`config.mk`:
```
export PLATFORM = sky130hd
export DESIGN_NAME = m4vt_queue
export DESIGN_NICKNAME = d
export VERILOG_FILES = /design/src/rtl/m4vt_pkg.sv /design/src/rtl/m4vt_queue.sv
export SDC_FILE = /design/constraint.sdc
export NUM_CORES = 1
export LEC_CHECK = 0
export BUFFER_PORTS_ARGS = -buffer_cell sky130_fd_sc_hd__buf_2
export CAP_MARGIN = 20
export CORE_ASPECT_RATIO = 1.75
export CORE_UTILIZATION = 51
export DETAILED_ROUTE_END_ITERATION = 6
export GPL_ROUTABILITY_DRIVEN = 0
export PLACE_DENSITY = 0.75
export SLEW_MARGIN = 25
export SYNTH_ARGS = -nofsm -noshare
export SYNTH_HDL_FRONTEND = slang
export SYNTH_SLANG_ARGS = --single-unit
```
`constraint.sdc`:
```
create_clock -name clk_i -period 7.89 [get_ports clk_i]
set_input_delay 1.1835 -clock clk_i [delete_from_list [all_inputs] [get_ports clk_i]]
set_output_delay 1.1835 -clock clk_i [all_outputs]
set_load 0.03 [all_outputs]
```
`src/rtl/m4vt_pkg.sv`:
```
// Shared types and constants for the 4x4 matrix vertex transform block.
// Holds the word formats of both channels and the queue entry format.
// No dependencies.
`default_nettype none

package m4vt_pkg;

  // Width of every Q-format component on the ports and in the matrix.
  localparam int unsigned CompWidth       = 32;
  // Default number of fraction bits (Q16.16).
  localparam int unsigned FracBitsDefault = 16;
  // Default depth of the queue between front and back.
  localparam int unsigned QueueDepthDefault = 4;

  typedef logic signed [CompWidth-1:0] comp_t;

  // Command codes as they arrive on the input channel.
  typedef enum logic [2:0] {
    CMD_XFORM = 3'd0,
    CMD_WRITE = 3'd1,
    CMD_IDENT = 3'd2,
    CMD_TRANS = 3'd3,
    CMD_SCALE = 3'd4
  } cmd_e;

  // Operations carried through the queue to the back end.
  typedef enum logic [2:0] {
    OP_XFORM,
    OP_WRITE,
    OP_IDENT,
    OP_TRANS,
    OP_SCALE
  } op_e;

  typedef struct packed {
    logic [2:0] cmd;
    logic [1:0] row;
    logic [1:0] col;
    comp_t      entry_value;
    comp_t      in_x;
    comp_t      in_y;
    comp_t      in_z;
    comp_t      in_w;
  } in_word_t;

  typedef struct packed {
    comp_t out_x;
    comp_t out_y;
    comp_t out_z;
    comp_t out_w;
    logic  saturated;
  } out_word_t;

  // One classified operation waiting for the back end.
  typedef struct packed {
    op_e        op;
    logic [3:0] idx;
    comp_t      value;
    comp_t      vx;
    comp_t      vy;
    comp_t      vz;
    comp_t      vw;
  } q_entry_t;

endpackage

`default_nettype wire

```
`src/rtl/m4vt_queue.sv`:
```
// Short FIFO of classified operations between front and back end.
// Depends on m4vt_pkg.
`default_nettype none

module m4vt_queue #(
  parameter int unsigned Depth = m4vt_pkg::QueueDepthDefault
) (
  input  wire logic               clk_i,
  input  wire logic               rst_ni,
  input  wire logic               push_i,
  input  wire m4vt_pkg::q_entry_t entry_i,
  output logic                    full_o,
  input  wire logic               pop_i,
  output logic                    valid_o,
  output m4vt_pkg::q_entry_t      entry_o
);
  import m4vt_pkg::*;

  localparam int unsigned PtrW = (Depth > 1) ? $clog2(Depth) : 1;
  localparam int unsigned CntW = $clog2(Depth + 1);
  localparam logic [PtrW-1:0] LastPtr = PtrW'(Depth - 1);
  localparam logic [CntW-1:0] FullCnt = CntW'(Depth);

  q_entry_t        slot_q [Depth];
  logic [PtrW-1:0] wr_ptr_q, wr_ptr_d, rd_ptr_q, rd_ptr_d;
  logic [CntW-1:0] cnt_q, cnt_d;
  logic            do_push, do_pop;

  assign full_o  = (cnt_q == FullCnt);
  assign valid_o = (cnt_q != '0);
  assign entry_o = slot_q[rd_ptr_q];
  assign do_push = push_i && !full_o;
  assign do_pop  = pop_i && valid_o;

  always_comb begin
    wr_ptr_d = wr_ptr_q;
    rd_ptr_d = rd_ptr_q;
    cnt_d    = cnt_q;
    if (do_push) begin
      wr_ptr_d = (wr_ptr_q == LastPtr) ? '0 : wr_ptr_q + 1'b1;
    end
    if (do_pop) begin
      rd_ptr_d = (rd_ptr_q == LastPtr) ? '0 : rd_ptr_q + 1'b1;
    end
    if (do_push && !do_pop) begin
      cnt_d = cnt_q + 1'b1;
    end else if (do_pop && !do_push) begin
      cnt_d = cnt_q - 1'b1;
    end
  end

  always_ff @(posedge clk_i or negedge rst_ni) begin
    if (!rst_ni) begin
      wr_ptr_q <= '0;
      rd_ptr_q <= '0;
      cnt_q    <= '0;
    end else begin
      wr_ptr_q <= wr_ptr_d;
      rd_ptr_q <= rd_ptr_d;
      cnt_q    <= cnt_d;
    end
  end

  always_ff @(posedge clk_i) begin
    if (do_push) begin
      slot_q[wr_ptr_q] <= entry_i;
    end
  end

endmodule

`default_nettype wire

```
; Word level (Yosys, flattened, before mapping)
; Memories as Yosys holds them, arrays and structs flattened.
; Index checks and enable logic that the tools add are counted.
[classes]
add_sub_neg = 4
n_eq_ne = 3
n_mux = 6
reduce_logical = 9
[op_table]
columns = operator, n
row1 = two-way mux 3 bit, 2
row2 = "adder 2 x 1 -> 2 bit, second input constant", 2
row3 = "== test 2 bit, second input constant", 2
row4 = logical AND 1 bit, 4
row5 = two-way mux 2 bit, 2
row6 = "adder 3 x 1 -> 3 bit, second input constant", 1
row7 = "== test 3 bit, second input constant", 1
row8 = zero test 1 bit, 3
row9 = nonzero test 3 bit, 1
row10 = "subtractor 3 x 1 -> 3 bit, second input constant", 1
row11 = two-way mux 1 bit, 2
row12 = nonzero test 2 bit, 1
[word_totals]
register_bits = 7
mem_bits_rw = 668
input_bits = 171
output_inout_bits = 169
n_memories = 1
[memory_table]
columns = name, words, word_bits, read_ports, rd_clocked_by_memory_dff, write_ports, line_no
row1 = slot_q, 4, 167, 1, 0, 1, m4vt_queue.sv:24  ; q_entry_t slot_q [Depth];

; Logic depth before layout (Yosys ltp)
[depth]
word_depth = 7
mapped_depth = 8
depth_no_buf = 8

; Least setup slack after synthesis
; OpenSTA, ideal clock, no wires.
[synth_path]
kind = input to register
startpoint = input port push_i
endpoint = memory slot_q[3][0] (netlist name) (enable)
setup_ns = 0.700
t_arrival_ns = 8.227
required_ns = 7.190
path_slack_ns = -1.037
path_stages = 2
n_path_buf = 0
path_cell_list = nand2_1 nor2_1
[synth_via]
elab_chain_cells = 3
[synth_lines]
columns = element, line_no
row1 = start: declaration, m4vt_queue.sv:10  ; input wire logic push_i,
row2 = logical AND 1 bit, m4vt_queue.sv:32  ; assign do_push = push_i && !full_o;
row3 = two-way mux 1 bit, m4vt_queue.sv:65  ; if (do_push) begin
row4 = two-way mux 1 bit (implied by the code), m4vt_queue.sv:66  ; slot_q[wr_ptr_q] <= entry_i;
row5 = end: declaration, m4vt_queue.sv:24
; No other way between the ends.

==> results.md <==
* Post-Route WL at 45700 um
* Drt wl/cell at about 24 um
* Clock latency on the worst-skew pair at 0.57 ns
* Initial Util at 0.515
* Crit path launch: rd_ptr_q[0]
* Slew @ Worst Pin at 1.05 ns
* Largest net degree at the start of global routing at 90
* Final antenna-violating net count at 0
* DRC viols at 0
* Setup Skew at 0.00821 ns
* Type of the worst min-delay path: in2async
* FMAX at 226 MHz
* Initial antenna violation count at 8
* Num CTS Buffers at 55
* Final setup fails at 0
* Post_cts resized at 0
* Met2 WL at 25300 um
* Starting DRC count in detailed routing at about 700
* Status: finished, final reports clean
* R2R depth at 5
* CP required at around 6.7 ns
* Yosys Warn Count at 0
* Final Hold Vio Count at 0
* R2R Setup Slk at 4.60 ns
* Die Wd at 168 um
* IO Port Bufs at around 340
* Setup ws final at 3.46 ns
* H-Tree Depth at 2
* Tmin final at around 4.4 ns
* Gr usage total at 0.188
* CP startpoint kind: register
* Hold_buf cts at 0
* CTS tree: built
* Highest metal used: met5
* Number of global-route vias before repair at about 12000
* Crit. End Element: primary output
* Peak supply drop at 0.000320 V
* Slew margin rel. at 0.298
* DIE HEIGHT at 292 um
* Synth Cell Area at 24500 sq um
* Setup TNS at 0 ns
* DRT met1 WL at around 16000 um
* Critical path arrival at around 3.3 ns
* Gate Count Post-Synth at 910
* Post-synth top flop: edfxtp_1
* Via/cell ratio at roughly 5.6
* Net Count, Synth at 1088
* RSZ-0062 raised after global routing: false
* Clk slew on worst S/H paths at roughly 0.070 ns
* First-pass GRT wire length at ~70000 um
* DIE AREA at 49000 sq um
* Dpl ws at 3.81 ns
* Clock sink total at 675
* Max_cap viols at 0
* Sequential share of the synthesized area at 0.825
* Slew Limit Fails at 0
* Total core area at 47600 sq um
* Drt pass-1 iters at 4
* Area delta synth->final at 17.0%
* Pwr dens at 405 nW/um^2
* Dpl hpwl at approximately 28000 um
* Seq cells post-synth at 675
* IO Pins at 340
* Distinct cell type count after synthesis at 18
* Remaining Overflow, GRT at 0
* CTS root buffer: clkbuf_16
* Post-synth EDFFs at 668
* R2r startpoint: cnt_q[2]
* Met3 WL at 2780 um
* Final nets at 1462
* LEAKAGE at a little under 10 nW
* Vias at 10700
* Clock Tree Buf Depth at 3
* Worst-path fanout max at 44
* Avg Cell Area, Syn at 26.9 sq um
* Setup bufs post-CTS at 0
* Share of layout cells above drive strength 1 at 0.465
* Final core occ at 0.602
* Row Count at about 110
* Critical path class: reg2out
* Final Cycle Share at 0.562
* Share of async-settable or async-resettable flops after synthesis at 0.0104
* Crit Reg-Reg Endpoint: slot_q[1][111]
worst max-delay path, cell delays in order (launching register included):
cell and delay (ns):
dfrtp_4 0.97, buf_4 0.83, mux4_2 0.63, buf_2 0.20
how the worst max path moves through the flow:
stage | cells after the start | slack, ns | to
after floorplan | 2 | 1.87 | slot_q[3][0]
after global placement | 5 | 3.92 | slot_q[2][110]
after detailed placement | 5 | 3.81 | slot_q[1][108]
after CTS | 3 | 3.34 | entry_o[83]
after global routing | 3 | 3.19 | entry_o[83]
final | 3 | 3.46 | entry_o[111]
metrics by stage:
stage	hold slack, ns	cells	power, W	cell area (sq um)
after global placement	0.468	1820	0.00901	26800
after global routing	0.431	1927	0.0121	28700
after floorplan	0.447	910	0.00803	24500
after detailed placement	0.480	1820	0.00908	26800
after CTS	0.413	1920	0.0118	28600
final	0.444	1929	0.0116	28700
routing by layer:
metal / GRT usage / vias to the layer above
met2: 0.345 / 368
met1: 0.209 / 5575
met4: 0.0835 / 4
li1: - / 4690
met5: 0 / -
met3: 0.0415 / 76
layout make-up:
| class | instances | area, sq um |
|---|---|---|
| Fill cell | 3240 | 18900 |
| Clock buffer | 68 | 1490 |
| Clock inverter | 32 | 310 |
| Multi-Input combinational cell | 194 | 4020 |
| Sequential cell | 675 | 20200 |
| Inverter | 3 | 11.3 |
| Timing Repair Buffer | 355 | 1850 |
| Tap cell | 594 | 743 |
| Antenna cell | 8 | 20.0 |
cells in the final DEF (no fill, tap or decap):
master,netlist,routed
mux4_2,167,167
clkinvlp_4,0,8
inv_6,0,1
xnor2_1,1,1
nand2_1,2,2
clkbuf_16,0,57
bufinv_16,0,5
clkinv_4,0,1
nor2_4,0,1
buf_4,0,14
buf_12,0,1
ha_1,6,6
dfrtp_1,7,5
clkbuf_8,0,2
nor3b_1,1,1
clkinv_1,0,7
inv_8,0,1
and2_4,0,3
clkinv_2,0,9
buf_16,0,1
mux2_2,5,5
clkbuf_1,5,9
buf_2,19,339
nor2_1,4,3
nor2b_1,1,1
fa_1,1,1
inv_1,3,3
dfrtp_4,0,2
edfxtp_1,668,668
diode_2,0,8
xor2_1,2,2
or3_1,1,1
cell families (layout without fill, tap and decap cells):
| family | after synthesis | count (layout) | synth area share |
|---|---|---|---|
| and+or+nand+nor | 12 | 12 | 0.00250 |
| adders and majority gates | 7 | 7 | 0.00388 |
| buffers and inverters | 41 | 458 | 0.0115 |
| muxes | 172 | 172 | 0.156 |
| other | 0 | 8 | 0 |
| xor gates and xnor gates | 3 | 3 | 0.00107 |
| DFF | 675 | 675 | 0.825 |
cell usage after synthesis, types with 2 or more instances:
cell	count	area, sq um
edfxtp_1	668	20100
mux4_2	167	3760
buf_2	19	95.1
buf_6	14	158
dfrtp_1	7	175
ha_1	6	75.1
clkbuf_1	5	18.8
mux2_2	5	56.3
nor2_1	4	15.0
and2_1	3	18.8
inv_1	3	11.3
nand2_1	2	7.51
xor2_1	2	17.5
registers in the layout (all words and copies together) (netlist names):
name      flops
rd_ptr_q      2
cnt_q         3
slot_q      668
wr_ptr_q      2
report_power, final:
part / internal, W / switching [W]
Combinational: 0.00140 / 0.00254
Clock: 0.00151 / 0.00118
Sequential: 0.00473 / 0.000267
Total: 0.00763 / 0.00399
Power figures use the tool's default switching activity.
